--- src/rtl/qps_pkg.sv ---
// qps_pkg: shared types and constants for the quoted parameter splitter
// no dependencies; used by every module of the block

package qps_pkg;

    localparam logic [7:0] CH_QUOTE  = 8'h22;
    localparam logic [7:0] CH_COMMA  = 8'h2C;
    localparam logic [7:0] CH_LPAREN = 8'h28;
    localparam logic [7:0] CH_RPAREN = 8'h29;
    localparam logic [7:0] CH_CR     = 8'h0D;
    localparam logic [7:0] CH_LF     = 8'h0A;

    localparam logic [7:0] DEPTH_MAX = 8'd255;

    typedef enum logic [1:0] {
        KIND_CHAR  = 2'd0,
        KIND_CLOSE = 2'd1,
        KIND_DONE  = 2'd2
    } kind_t;

    typedef struct packed {
        logic [7:0] ch;
        logic       end_of_text;
        logic       header_mode;
    } item_t;

    typedef struct packed {
        kind_t      kind;
        logic [3:0] field_index;
        logic [7:0] data;
        logic [5:0] field_length;
        logic [4:0] field_count;
    } result_t;

endpackage

--- src/rtl/qps_in_stage.sv ---
// qps_in_stage: input register of the splitter, holds one item
// depends on qps_pkg

module qps_in_stage
(
    input  logic           clk,
    input  logic           rst_n,
    input  logic           s_tvalid,
    output logic           s_tready,
    input  logic [7:0]     s_tdata,
    input  logic           s_tlast,
    input  logic           s_tuser,
    input  logic           take,
    output logic           item_valid,
    output qps_pkg::item_t item
);

    logic           valid_reg;
    logic           valid_next;
    qps_pkg::item_t item_reg;
    qps_pkg::item_t item_next;
    logic           load;

    assign s_tready = !valid_reg || take;
    assign load     = s_tvalid && s_tready;

    always_comb
    begin
        valid_next = valid_reg;
        if (load)
        begin
            valid_next = 1'b1;
        end
        else if (take)
        begin
            valid_next = 1'b0;
        end
    end

    always_comb
    begin
        item_next.ch          = s_tdata;
        item_next.end_of_text = s_tlast;
        item_next.header_mode = s_tuser;
    end

    always_ff @(posedge clk or negedge rst_n)
    begin
        if (!rst_n)
        begin
            valid_reg <= 1'b0;
        end
        else
        begin
            valid_reg <= valid_next;
        end
    end

    always_ff @(posedge clk)
    begin
        if (load)
        begin
            item_reg <= item_next;
        end
    end

    assign item_valid = valid_reg;
    assign item       = item_reg;

endmodule

--- src/rtl/qps_parser.sv ---
// qps_parser: line state and per-item split decision
// depends on qps_pkg

module qps_parser
#(
    parameter int MAX_FIELDS  = 16,
    parameter int FIELD_BYTES = 64
)
(
    input  logic             clk,
    input  logic             rst_n,
    input  logic             item_valid,
    input  qps_pkg::item_t   item,
    input  logic             free,
    output logic             take,
    output logic             res_valid,
    output qps_pkg::result_t result
);

    localparam int FN_W = $clog2(MAX_FIELDS + 1);
    localparam int CN_W = $clog2(FIELD_BYTES);
    localparam logic [FN_W-1:0] FN_MAX   = FN_W'(MAX_FIELDS);
    localparam logic [CN_W-1:0] CN_LIMIT = CN_W'(FIELD_BYTES - 1);

    logic            line_mode_reg,    line_mode_next;
    logic            line_started_reg, line_started_next;
    logic            in_quote_reg,     in_quote_next;
    logic [7:0]      paren_depth_reg,  paren_depth_next;
    logic [FN_W-1:0] field_number_reg, field_number_next;
    logic [CN_W-1:0] char_number_reg,  char_number_next;
    logic            stopped_reg,      stopped_next;

    logic            fire;
    logic            mode;
    logic            halted;
    logic            is_quote;
    logic            is_comma;
    logic            is_eol;
    logic            can_store;
    logic            do_close;
    logic            do_store;
    logic [FN_W:0]   count;
    logic            has_result;

    assign fire = item_valid && free;
    assign take = free;

    assign mode      = line_started_reg ? line_mode_reg : item.header_mode;
    assign halted    = stopped_reg || (field_number_reg >= FN_MAX);
    assign is_quote  = (item.ch == qps_pkg::CH_QUOTE);
    assign is_comma  = (item.ch == qps_pkg::CH_COMMA);
    assign is_eol    = (item.ch == qps_pkg::CH_CR) || (item.ch == qps_pkg::CH_LF);
    assign can_store = (char_number_reg < CN_LIMIT);

    always_comb
    begin
        count = {1'b0, field_number_reg};
        if ((char_number_reg != '0) && (field_number_reg < FN_MAX))
        begin
            count = count + 1'b1;
        end
    end

    always_comb
    begin
        line_mode_next    = line_mode_reg;
        line_started_next = line_started_reg;
        in_quote_next     = in_quote_reg;
        paren_depth_next  = paren_depth_reg;
        field_number_next = field_number_reg;
        char_number_next  = char_number_reg;
        stopped_next      = stopped_reg;
        do_close          = 1'b0;
        do_store          = 1'b0;
        if (fire)
        begin
            if (!line_started_reg)
            begin
                line_mode_next    = item.header_mode;
                line_started_next = 1'b1;
            end
            if (item.end_of_text)
            begin
                line_mode_next    = 1'b0;
                line_started_next = 1'b0;
                in_quote_next     = 1'b0;
                paren_depth_next  = '0;
                field_number_next = '0;
                char_number_next  = '0;
                stopped_next      = 1'b0;
            end
            else if (!halted)
            begin
                if (!mode)
                begin
                    if (is_eol)
                    begin
                        stopped_next = 1'b1;
                    end
                    else
                    begin
                        if (is_quote)
                        begin
                            in_quote_next = !in_quote_reg;
                        end
                        else if (!in_quote_reg)
                        begin
                            if (item.ch == qps_pkg::CH_LPAREN)
                            begin
                                if (paren_depth_reg != qps_pkg::DEPTH_MAX)
                                begin
                                    paren_depth_next = paren_depth_reg + 8'd1;
                                end
                            end
                            else if (item.ch == qps_pkg::CH_RPAREN)
                            begin
                                if (paren_depth_reg != 8'd0)
                                begin
                                    paren_depth_next = paren_depth_reg - 8'd1;
                                end
                            end
                        end
                        if (is_comma && !in_quote_reg && (paren_depth_next == 8'd0))
                        begin
                            do_close = 1'b1;
                        end
                        else
                        begin
                            do_store = can_store;
                        end
                    end
                end
                else
                begin
                    if (is_quote)
                    begin
                        in_quote_next = !in_quote_reg;
                    end
                    else if (is_comma && !in_quote_reg)
                    begin
                        do_close = 1'b1;
                    end
                    else if (is_eol && !in_quote_reg)
                    begin
                        stopped_next = 1'b1;
                    end
                    else
                    begin
                        do_store = can_store;
                    end
                end
                if (do_close)
                begin
                    field_number_next = field_number_reg + 1'b1;
                    char_number_next  = '0;
                    if ((field_number_reg + 1'b1) >= FN_MAX)
                    begin
                        stopped_next = 1'b1;
                    end
                end
                if (do_store)
                begin
                    char_number_next = char_number_reg + 1'b1;
                end
            end
        end
    end

    always_comb
    begin
        result.kind         = qps_pkg::KIND_CHAR;
        result.field_index  = 4'(field_number_reg);
        result.data         = 8'd0;
        result.field_length = 6'd0;
        result.field_count  = 5'd0;
        has_result          = 1'b0;
        if (item.end_of_text)
        begin
            result.kind        = qps_pkg::KIND_DONE;
            result.field_index = 4'd0;
            result.field_count = 5'(count);
            has_result         = 1'b1;
        end
        else if (do_close)
        begin
            result.kind         = qps_pkg::KIND_CLOSE;
            result.field_length = 6'(char_number_reg);
            has_result          = 1'b1;
        end
        else if (do_store)
        begin
            result.data = item.ch;
            has_result  = 1'b1;
        end
    end

    assign res_valid = fire && has_result;

    always_ff @(posedge clk or negedge rst_n)
    begin
        if (!rst_n)
        begin
            line_mode_reg    <= 1'b0;
            line_started_reg <= 1'b0;
            in_quote_reg     <= 1'b0;
            paren_depth_reg  <= '0;
            field_number_reg <= '0;
            char_number_reg  <= '0;
            stopped_reg      <= 1'b0;
        end
        else
        begin
            line_mode_reg    <= line_mode_next;
            line_started_reg <= line_started_next;
            in_quote_reg     <= in_quote_next;
            paren_depth_reg  <= paren_depth_next;
            field_number_reg <= field_number_next;
            char_number_reg  <= char_number_next;
            stopped_reg      <= stopped_next;
        end
    end

    a_field_bound: assert property (@(posedge clk) disable iff (!rst_n)
        field_number_reg <= FN_MAX)
        else $error("field number beyond limit");

    a_char_bound: assert property (@(posedge clk) disable iff (!rst_n)
        char_number_reg <= CN_LIMIT)
        else $error("field length beyond capacity");

    a_limit_stops: assert property (@(posedge clk) disable iff (!rst_n)
        (field_number_reg == FN_MAX) |-> stopped_reg)
        else $error("field limit reached without stopping the line");

    a_line_clears: assert property (@(posedge clk) disable iff (!rst_n)
        (fire && item.end_of_text) |=>
            (field_number_reg == '0) && (char_number_reg == '0) && !line_started_reg)
        else $error("line state not cleared after line end");

endmodule

--- src/rtl/qps_out_stage.sv ---
// qps_out_stage: result register toward the master-side stream
// depends on qps_pkg

module qps_out_stage
(
    input  logic             clk,
    input  logic             rst_n,
    input  logic             res_valid,
    input  qps_pkg::result_t result,
    output logic             free,
    output logic             m_tvalid,
    input  logic             m_tready,
    output logic [23:0]      m_tdata,
    output logic [1:0]       m_tuser
);

    logic             valid_reg;
    logic             valid_next;
    qps_pkg::result_t result_reg;

    assign free = !valid_reg || m_tready;

    always_comb
    begin
        valid_next = valid_reg;
        if (free)
        begin
            valid_next = res_valid;
        end
    end

    always_ff @(posedge clk or negedge rst_n)
    begin
        if (!rst_n)
        begin
            valid_reg <= 1'b0;
        end
        else
        begin
            valid_reg <= valid_next;
        end
    end

    always_ff @(posedge clk)
    begin
        if (free && res_valid)
        begin
            result_reg <= result;
        end
    end

    assign m_tvalid = valid_reg;
    assign m_tdata  = {1'b0, result_reg.field_count, result_reg.field_length,
                       result_reg.data, result_reg.field_index};
    assign m_tuser  = result_reg.kind;

endmodule

--- src/rtl/quoted_parameter_splitter_top.sv ---
// quoted_parameter_splitter_top: splits modem response parameter text into fields
// depends on qps_pkg, qps_in_stage, qps_parser, qps_out_stage
//
// usage
//   slave side carries one text byte per item: s_tdata is the byte, s_tlast
//   marks end of text (byte ignored), s_tuser selects header rules and is
//   sampled on the first item of each line
//   master side gives at most one item per input item: a stored field byte,
//   a field closed by a comma with its length, or line done with field count
// timing
//   an item is held in the input register, is decoded combinationally and lands
//   in the result register when the output stage is free; m_tvalid is the
//   registered valid of that result register
//   one item per cycle sustained while m_tready stays high; the state update
//   loop of the parser sets that figure
// reset
//   rst_n clears both stages and the line state; the next item opens a line
// stall
//   while m_tready is low and a result is held, the input register keeps its
//   item and s_tready drops once it is full; no item is lost or repeated

module quoted_parameter_splitter_top
#(
    parameter int MAX_FIELDS  = 16,
    parameter int FIELD_BYTES = 64
)
(
    input  logic        clk,
    input  logic        rst_n,
    input  logic        s_tvalid,
    output logic        s_tready,
    input  logic [7:0]  s_tdata,   // ch
    input  logic        s_tlast,
    input  logic        s_tuser,   // header_mode
    output logic        m_tvalid,
    input  logic        m_tready,
    output logic [23:0] m_tdata,   // field_index, data, field_length, field_count, pad
    output logic [1:0]  m_tuser    // kind
);

    qps_pkg::item_t   item;
    qps_pkg::result_t result;
    logic             item_valid;
    logic             take;
    logic             res_valid;
    logic             free;

    qps_in_stage u_in
    (
        .clk        (clk),
        .rst_n      (rst_n),
        .s_tvalid   (s_tvalid),
        .s_tready   (s_tready),
        .s_tdata    (s_tdata),
        .s_tlast    (s_tlast),
        .s_tuser    (s_tuser),
        .take       (take),
        .item_valid (item_valid),
        .item       (item)
    );

    qps_parser
    #(
        .MAX_FIELDS  (MAX_FIELDS),
        .FIELD_BYTES (FIELD_BYTES)
    )
    u_parser
    (
        .clk        (clk),
        .rst_n      (rst_n),
        .item_valid (item_valid),
        .item       (item),
        .free       (free),
        .take       (take),
        .res_valid  (res_valid),
        .result     (result)
    );

    qps_out_stage u_out
    (
        .clk       (clk),
        .rst_n     (rst_n),
        .res_valid (res_valid),
        .result    (result),
        .free      (free),
        .m_tvalid  (m_tvalid),
        .m_tready  (m_tready),
        .m_tdata   (m_tdata),
        .m_tuser   (m_tuser)
    );

endmodule
--- config.mk ---
export PLATFORM = sky130hd
export DESIGN_NAME = quoted_parameter_splitter_top
export DESIGN_NICKNAME = d
export VERILOG_FILES = /design/src/rtl/qps_pkg.sv /design/src/rtl/qps_in_stage.sv /design/src/rtl/qps_parser.sv /design/src/rtl/qps_out_stage.sv /design/src/rtl/quoted_parameter_splitter_top.sv
export SDC_FILE = /design/constraint.sdc
export NUM_CORES = 1
export LEC_CHECK = 0
export BUFFER_PORTS_ARGS = -buffer_cell sky130_fd_sc_hd__clkbuf_2
export CAP_MARGIN = 5
export CORE_MARGIN = 3
export CORE_UTILIZATION = 58
export DETAILED_ROUTE_END_ITERATION = 10
export PLACE_DENSITY = 0.8
export SETUP_SLACK_MARGIN = 0.2
export SYNTH_ARGS = -nofsm -noshare
export SYNTH_HDL_FRONTEND = slang
export SYNTH_SLANG_ARGS = --single-unit
--- constraint.sdc ---
create_clock -name clk -period 4 [get_ports clk]
set_input_delay 0.2 -clock clk [delete_from_list [all_inputs] [get_ports clk]]
set_output_delay 0.2 -clock clk [all_outputs]
set_load 0.02 [all_outputs]
==> results of run 1 <==
==> final cells by class <==
cell class,count,area share [%]
inverter,11,1.196
tap,70,2.326
timing repair buffer,48,7.311
multi-input combinational,224,38.65
sequential,60,44.53
clock buffer,10,3.656
clock inverter,6,2.326
==> report_power, final <==
part | leakage [nW] | total (mW) | switching, mW | internal [mW]
Sequential | 0.682 | 0.814 | 0.0686 | 0.745
Combinational | 0.762 | 0.383 | 0.230 | 0.153
Clock | 0.116 | 0.601 | 0.234 | 0.367
==> cells in the final DEF (no fill, tap or decap), types with 4 or more instances in the layout <==
cell,count
nor2_1,25
nand4_1,4
nand2b_1,5
nand3_1,7
a21oi_1,14
clkbuf_8,10
mux2_2,5
edfxtp_1,35
nor2b_1,8
a21o_1,6
nor3_1,4
inv_1,10
ha_1,5
nand2_1,26
clkbuf_2,40
dfrtp_1,25
buf_4,6
and2_1,17
or4_1,6
nor4_1,6
o21ai_0,14
o31ai_1,4
a221o_1,4
==> timing repair <==
item / in CTS / in global routing
setup endpoints to repair: 0 / 15
hold endpoints to repair: 25 / 0
hold buffers: 1 / 0
setup buffers: 0 / 0
resized for setup: 0 / 2
==> synth_stat cells, drive strengths merged, types with 2 or more instances <==
library cell	number	area [µm²]
inv	11	41.29
or2	3	18.77
buf	2	12.51
a31oi	3	18.77
or3b	2	17.52
mux2	5	56.30
a21o	6	45.04
a22o	2	17.52
or4	6	45.04
dfrtp	25	625.6
o221ai	2	17.52
and3	2	12.51
nor4b	2	17.52
clkbuf	14	52.55
a221o	4	40.04
or3	4	30.03
xnor2	3	26.28
xor2	2	17.52
nand2b	5	31.28
edfxtp	35	1051
o41ai	3	33.79
nor2b	8	50.05
nor3	5	25.02
nand3	7	35.03
nor2	25	93.84
nor4	6	37.54
ha	5	62.56
a21oi	14	70.07
o211ai	2	15.01
nand2	26	97.59
nand4	4	25.02
and4	2	17.52
o21a	3	22.52
mux2i	2	20.02
and2	18	112.6
o21ai	18	101.4
o31ai	4	30.03
o2bb2ai	2	17.52
==> worst max path at each step <==
stage / endpoint / startpoint / slack [ps]
floorplan: u_out.m_tdata[0] / u_parser.paren_depth_reg[1] / 690
global placement: u_out.m_tdata[10] / u_parser.paren_depth_reg[1] / 590
detailed placement: u_out.m_tdata[10] / u_parser.paren_depth_reg[0] / 450
CTS: u_out.m_tdata[8] / u_parser.paren_depth_reg[0] / 430
global route: u_out.m_tdata[6] / u_in.item[4] / 290
finish: u_out.m_tdata[8] / u_in.item[6] / 460
==> cells by family after synthesis <==
group,count (synthesis),synth area share (%)
compound gates,74,16.29
buf+inv,27,3.289
simple gates,132,22.79
fa+ha+maj,5,1.935
mux,7,2.361
other cells,1,0.1160
xor+xnor,5,1.355
flops,60,51.86
==> per-layer routing <==
| metal | vias up | part of all wire, % | track usage (%) |
|---|---|---|---|
| met4 | 0 | 0.96 | 7.601 |
| met3 | 8 | 6.4 | 4.036 |
| met2 | 116 | 45 | 36.51 |
| met1 | 1233 | 47 | 36.94 |
| li1 | 1242 | - | - |
| met5 | - | 0 | 0 |
==> per-stage QoR <==
stage / setup WS (ps) / hold slack (ps)
after global routing: 290.2 / 30.51
after global placement: 591.5 / 254.1
final: 463.4 / 42.75
after detailed placement: 452.4 / 261.5
after floorplan: 687.1 / -95.59
after CTS: 428.8 / 32.91
==> results.tsv, run 1 <==
metric	value	unit
status	complete, no violations	
dp.cells	412	
synth_ff_type	edfxtp_1	
startpoint_type	flop	
slew_viol_final	0	
area_growth	16.45	%
crit_cells	9	
largest_register_ffs	23	
post_drt_wl_per_cell	17.08	µm
clk_pin_slew_worst_paths	70	ps
relSlewSlack	54.25	%
power.total	1.798	mW
r2r_setup_slack	460	ps
detail-route-antenna-nets	0	
synth-seq-area-share	51.86	%
p_leak	1.560	nW
fill_cells	397	
critPathBufInv	2	
drc	0	
crit_slowest_cell	or3_1	
timing.setup.tns	0	ps
drtPass1Iterations	5	
regToRegStartpoint	u_in.item[6]	
final_cells	429	
htreeDepth	3	
worst_setup_path_end_kind	flop	
worst_pin_slew	684.9	ps
reg2reg_depth	9	
placed_cell_area	0.003521	mm²
grt_usage	24.61	%
final_hold_viol_count	0	
hold_end	u_in.item[1]	
io_buffers	40	
routabilityCongestion	0.9538	
viasPerCell	6.058	
powerDensity	477.5	mW/mm²
synth.net_count	330	
cp.arrival	3630	ps
grt_antenna_before_repair	0	
syn_area	0.003233	mm²
wirelength	7.327	mm
dp_hpwl	5.320	mm
vdd_drop_max	0.0006267	V
async_reset_ff_share	41.67	%
design_area	0.003765	mm²
drt_iter0_drc	271	
die_h	80.66	µm
crit_top_cell	o21ai_2	
synthDistinctLibCells	63	
avgSynthCellArea	10.40	µm²
synth_edf_count	35	
rsz0062_at_grt	false	
clockRootBuffer	clkbuf_8	
cts_tree	built	
clk_latency	330	ps
clock-sinks	60	
critPathKind	flop to flop	
crit_chain	or3_4 -> or3_1 -> o41ai_1 -> and4bb_2 -> nand4_1 -> o21ai_2 -> o21ai_2 -> clkinvlp_4 -> buf_12	
min_path_cells	1	
drive_above_1_share	23.40	%
core	0.005238	mm²
fin_skew	11.18	ps
min-delay-start	s_tlast	
multi_input_area	0.001455	mm²
hp-class	primary input to flop	
crit_required	4090	ps
fmax	282.8	MHz
grt-ovfl-total	0	
vias	2599	
n_antenna_cell	0	
io-pin-count	42	
synth_seq_cells	60	
grt_max_degree	28	
syn-instance-count	311	
slowest_delay	480	ps
fp.dieW	80.66	µm
path_delay_family	simple AND/OR/NAND/NOR gates	
fin_nets	373	
grt_pass1_wl	12.04	mm
setup-violations-final	0	
cts_buffer_depth	2	
fin_crit_sh	88.42	%
final-seq-area	0.001677	mm²
die-area	0.006506	mm²
fin_crit	3537	ps
cts_buffers	9	
crit_fanout	15	
grt_pass1_vias	2361	
yosysWarnings	0	
final_core_util	71.88	%
placementRows	26	
start_util	61.73	%
cap_violations	0	
worstReg2RegEnd	u_out.m_tdata[8]	
No activity file was read; power rests on OpenSTA's default activity.
==> inputs of run 2 (changes only) <==
CORE_UTILIZATION = 55   (was 58)
PLACE_DENSITY = 0.76   (was 0.8)
==> run 2 against run 1 <==
Utilization is 5.3 points lower. Critical endpoint is now u_out.m_tdata[6]. Routed wire length fell by 3.5%. Clock power grew 3.5%. Final cell count stayed put.
==> results.tsv, run 2 (synthesis results as in run 1) <==
metric	value	unit	change
p_leak	1.550	nW	-0.59%
grt_usage	22.20	%	-2.4 points
grt_pass1_vias	2265		-4.1%
startpoint_type	flop		
crit_fanout	15		unchanged
largest_register_ffs	23		unchanged
worst_pin_slew	775.4	ps	+90.56 ps
die-area	0.006834	mm²	+5.0%
fin_crit_sh	85.56	%	-2.9 points
layout_setup_ws	577.4	ps	+114.0 ps
dp_hpwl	5.143	mm	-3.3%
design_area	0.003734	mm²	-0.83%
grt_max_degree	28		unchanged
cp.arrival	3450	ps	-180 ps
slowest_delay	490	ps	about the same
grt_pass1_wl	11.29	mm	-6.2%
viasPerCell	6.007		-0.85%
combPwrFrac	19.9	%	-1.4 points
clockPowerShare	34.5	%	+1.1 points
post_cts_resized	0		unchanged
worst_setup_path_end_kind	flop		
placed_cell_area	0.003496	mm²	-0.71%
wirelength	7.069	mm	-3.5%
slew_viol_final	0		unchanged
cap_violations	0		unchanged
drc	0		unchanged
cts_buffers	9		unchanged
min_path_cells	1		unchanged
core	0.005608	mm²	+7.1%
setup-violations-final	0		unchanged
final_core_util	66.58	%	-5.3 points
critPathKind	flop to flop		
detail-route-antenna-nets	0		unchanged
post_drt_wl_per_cell	16.48	µm	-3.5%
vias	2577		-0.85%
grt_antenna_before_repair	0		unchanged
crit_required	4030	ps	-60 ps
mostFrequentLayoutCell	clkbuf_2		
routabilityCongestion	0.9723		+1.9%
final_hold_viol_count	0		unchanged
hold_buffers	1		unchanged
clock-sinks	60		unchanged
drt_iter0_drc	244		-10%
rsz0062_at_grt	false		
vdd_drop_max	0.0003416	V	-45%
crit_slowest_cell	or3b_2		
io-pin-count	42		unchanged
switching_power	0.5261	mW	-1.1%
netSwitchingFraction	29.21	%	-0.39 points
final_cell_mix	40 x clkbuf_2, 35 x edfxtp_1, 26 x nand2_1		
clk_pin_slew_worst_paths	70	ps	about the same
fin_nets	371		-0.54%
cts_setup_buffers	0		unchanged
powerDensity	482.5	mW/mm²	+1.0%
grt-ovfl-total	0		unchanged
post-place-ws	680.3	ps	+228.0 ps
fp.dieW	82.67	µm	+2.5%
fin_crit	3423	ps	-114.0 ps
fmax	292.2	MHz	+3.3%
relSlewSlack	48.20	%	-6.0 points
drtPass1Iterations	6		+1
hp-class	primary input to flop		
seq_power_share	45.5	%	+0.2 points
htreeDepth	3		unchanged
area_growth	15.48	%	
internal_power	1.275	mW	+0.75%
placementRows	27		+3.8%
io_buffers	40		unchanged
clk_latency	340	ps	about the same
cts_tree	built		
n_antenna_cell	0		unchanged
status	complete, no violations		
crit_chain	inv_1 -> ha_1 -> or3b_2 -> o21ai_0 -> a2111oi_0 -> a211oi_2 -> nand4b_2 -> o21ai_2 -> o21ai_2 -> inv_1 -> buf_4		
drive_above_1_share	21.85	%	-1.5 points
clockRootBuffer	clkbuf_8		
start_util	57.65	%	-4.1 points
die_h	82.67	µm	+2.5%
fin_skew	9.077	ps	-2.103 ps
fin_hold_ws	35.25	ps	-7.504 ps
cts_buffer_depth	2		unchanged
reg2reg_depth	11		+2
timing.setup.tns	0	ps	unchanged
==> run 2: cell count changes in the layout (fill, tap and decap cells not counted), sizes merged <==
cell	before	now
clkinvlp	1	0
clkbuf	50	52
inv	10	11
buf	7	5
clkinv	4	2
==> run 2: path summary, 6_finish.rpt <==
check | from | end | slack [ps]
setup / recovery | u_parser.paren_depth_reg[1] | u_out.m_tdata[6] | 580
hold / removal | s_tdata[3] | u_in.item[5] | 40
setup reg to reg | u_parser.paren_depth_reg[1] | u_out.m_tdata[6] | 580
hold reg to reg | u_parser.line_mode_reg | u_parser.line_mode_reg | 480
max in group asynchronous | rst_n | u_parser.char_number_reg[2] | 3140
min in group asynchronous | rst_n | u_parser.line_started_reg | 420
==> run 2: critical path, delay by kind of cell (launching register included) <==
family | cells | cell delay [ps]
adder cells (fa/ha/maj) | 1 | 170
AO/OA/AOI/OAI | 5 | 1290
buffers and inverters | 3 | 470
flip-flops | 1 | 470
AND/OR/NAND/NOR | 2 | 700
==> run 2: layout make-up <==
cell class	count	area, µm²
clock buffer	12	155.1
clock inverter	4	72.57
fill	454	1874
inverter	11	41.29
multi-input combinational	224	1450
sequential	60	1677
tap	72	90.09
timing repair buffer	46	247.7
==> run 2: per-layer routing <==
metal / GRT usage [%] / vias up / wire length, µm
li1: - / 1232 / -
met1: 33.64 / 1216 / 3393
met2: 31.09 / 118 / 3033
met3: 6.616 / 11 / 554
met4: 5.392 / 0 / 88
met5: 0 / - / 0
==> run 2: power groups by stage <==
stage | Combinational, mW | Clock, mW | Sequential, mW
6_report | 0.359 | 0.622 | 0.820
5_1_grt | 0.397 | 0.659 | 0.833
4_1_cts | 0.359 | 0.629 | 0.820
3_5_place_dp | 0.357 | 0 | 0.831
3_3_place_gp | 0.351 | 0 | 0.827
2_1_floorplan | 0.232 | 0 | 0.847
==> run 2: stage by stage <==
step	power, mW	instances
global placement	1.178	412
CTS	1.808	429
floorplan	1.079	311
global route	1.889	429
detailed placement	1.188	412
finish	1.801	429
==> inputs of run 3 (changes only) <==
HOLD_SLACK_MARGIN = 0.15   (was default)
==> run 3 against run 2 <==
Count of clock-buffer cells in the layout stayed put. Highest routed layer unchanged. Non-clock buffer count is 11 higher. Register-to-register slack hardly changed. Final cell count is 2.6% higher. Clock power hardly changed. Critical path type unchanged. Power is 0.61% higher. Worst hold slack better by 180 ps. Critical path depth stayed put. Die area stayed put.
==> results.tsv, run 3 (synthesis results as in run 1) <==
metric	value	unit	change
detail-route-antenna-nets	0		unchanged
core	0.005608	mm²	unchanged
status	complete, no violations		
fp.dieW	82.67	µm	unchanged
clock-sinks	60		unchanged
clk_pin_slew_worst_paths	60	ps	about the same
grt_usage	23.24	%	+1.0 points
relSlewSlack	48.47	%	+0.27 points
startpoint_type	flop		
io-pin-count	42		unchanged
regToRegStartpoint	u_parser.paren_depth_reg[1]		
combPwrFrac	20.4	%	+0.5 points
cap_violations	0		unchanged
final_cells	440		+2.6%
setup-violations-final	0		unchanged
grt_pass1_wl	11.77	mm	+4.3%
grt_antenna_before_repair	0		unchanged
crit_fanout	15		unchanged
placementRows	27		unchanged
slowest_delay	490	ps	about the same
htreeDepth	3		unchanged
timing.setup.tns	0	ps	unchanged
startpoint	u_parser.paren_depth_reg[1]		
min-delay-start	m_tready		
clk_latency	340	ps	about the same
crit_chain	inv_1 -> ha_1 -> or3b_2 -> o21ai_0 -> a2111oi_0 -> a211oi_2 -> nand4b_2 -> o21ai_2 -> o21ai_2 -> inv_1 -> buf_4		
clockRootBuffer	clkbuf_8		
die_h	82.67	µm	unchanged
min_path_cells	3		+2
r2r_setup_slack	590	ps	about the same
routabilityCongestion	0.9723		unchanged
netSwitchingFraction	29.25	%	+0.043 points
powerDensity	471.5	mW/mm²	-2.3%
viasPerCell	6.020		+0.22%
worstReg2RegEnd	u_out.m_tdata[6]		
largest_register_ffs	23		unchanged
fin_crit_sh	85.21	%	-0.35 points
dp_hpwl	5.143	mm	unchanged
start_util	57.65	%	unchanged
vdd_drop_max	0.0003691	V	+8.0%
final-seq-area	0.001677	mm²	unchanged
vias	2649		+2.8%
post_cts_resized	0		unchanged
crit_required	4030	ps	about the same
n_antenna_cell	0		unchanged
clockPowerShare	34.3	%	-0.2 points
slew_viol_final	0		unchanged
fmax	293.4	MHz	+0.41%
fin_skew	9.880	ps	+0.8034 ps
hp-class	primary input to flop		
grt_max_degree	28		unchanged
dp.cells	412		unchanged
drc	0		unchanged
drive_above_1_share	21.20	%	-0.65 points
cts_buffer_depth	2		unchanged
seq_power_share	45.3	%	-0.2 points
worst_setup_path_end_kind	flop		
multi_input_area	0.001450	mm²	unchanged
final_cell_mix	40 x clkbuf_2, 35 x edfxtp_1, 26 x nand2_1		
fin_nets	382		+3.0%
drt_iter0_drc	213		-13%
p_leak	1.596	nW	+3.0%
mostFrequentLayoutCell	clkbuf_2		
reg2reg_depth	11		unchanged
grt-ovfl-total	0		unchanged
internal_power	1.282	mW	+0.55%
area_growth	18.89	%	
drtPass1Iterations	5		-1
crit_slowest_cell	or3b_2		
io_buffers	40		unchanged
final_hold_viol_count	0		unchanged
die-area	0.006834	mm²	unchanged
post_drt_wl_per_cell	16.83	µm	+2.1%
hold_end	u_in.item_valid		
fin_crit	3409	ps	-14.02 ps
cts_tree	built		
switching_power	0.5301	mW	+0.75%
critPathKind	flop to flop		
cts_buffers	9		unchanged
grt_pass1_vias	2349		+3.7%
cp.arrival	3440	ps	about the same
worst_pin_slew	771.4	ps	-4.025 ps
fill_cells	433		-4.6%
wirelength	7.405	mm	+4.8%
rsz0062_at_grt	false		
==> run 3: per-layer routing <==
| layer | global-route usage, % | vias to the layer above | part of all wire (%) |
|---|---|---|---|
| met3 | 6.616 | 9 | 8.2 |
| met2 | 34.29 | 138 | 45 |
| met1 | 33.99 | 1250 | 45 |
| met5 | 0 | - | 0 |
| li1 | - | 1252 | - |
| met4 | 5.392 | 0 | 1.2 |
==> run 3: worst max path at each step <==
| stage | endpoint | depth (start not counted) |
|---|---|---|
| 2_1_floorplan | u_out.m_tdata[0] | 11 |
| 3_3_place_gp | u_out.m_tdata[11] | 11 |
| 3_5_place_dp | u_out.m_tdata[8] | 11 |
| 4_1_cts | u_out.m_tdata[6] | 11 |
| 5_1_grt | u_out.m_tdata[16] | 11 |
| 6_report | u_out.m_tdata[6] | 11 |
==> run 3: through the flow <==
| step | utilization [%] | setup WS [ps] | power [mW] | area (µm²) | hold slack [ps] |
|---|---|---|---|---|---|
| final | 68.54 | 591.4 | 1.812 | 3844 | 213.6 |
| after global routing | 68.54 | 300.9 | 1.902 | 3844 | 234.8 |
| after CTS | 68.54 | 639.5 | 1.816 | 3844 | 185.5 |
| after detailed placement | 62.34 | 680.3 | 1.188 | 3496 | 260.5 |
| after global placement | 62.34 | 727.8 | 1.178 | 3496 | 268.4 |
| after floorplan | - | 687.1 | 1.079 | 3233 | -95.59 |
==> run 3: worst max-delay path, delay by kind of cell, from the launching register on <==
kind	cells	cell delay, ps
AND/OR/NAND/NOR	2	700
AO/OA/AOI/OAI	5	1270
adder cells (fa/ha/maj)	1	170
flip-flops	1	470
buffers and inverters	3	470
==> run 3: final cells by class <==
type | instances | area share, %
clock buffers | 12 | 4.036
multi-input cells | 224 | 37.73
well taps | 72 | 2.344
inverters | 11 | 1.074
flip-flops and latches | 60 | 43.62
clock inverters | 4 | 1.888
repair buffers | 57 | 9.310
==> run 3: repair_timing <==
| item | 4_1_cts | 5_1_grt |
|---|---|---|
| setup buffers | 0 | 0 |
| hold buffers | 12 | 0 |
| endpoints found under the hold margin | 36 | 0 |
| endpoints found under the setup margin | 0 | 0 |
==> run 3: power groups by stage <==
stage	registers (mW)	logic [mW]	clock network, mW
floorplan	0.847	0.232	0
global placement	0.827	0.351	0
detailed placement	0.831	0.357	0
CTS	0.820	0.368	0.629
global route	0.833	0.409	0.660
finish	0.820	0.370	0.622
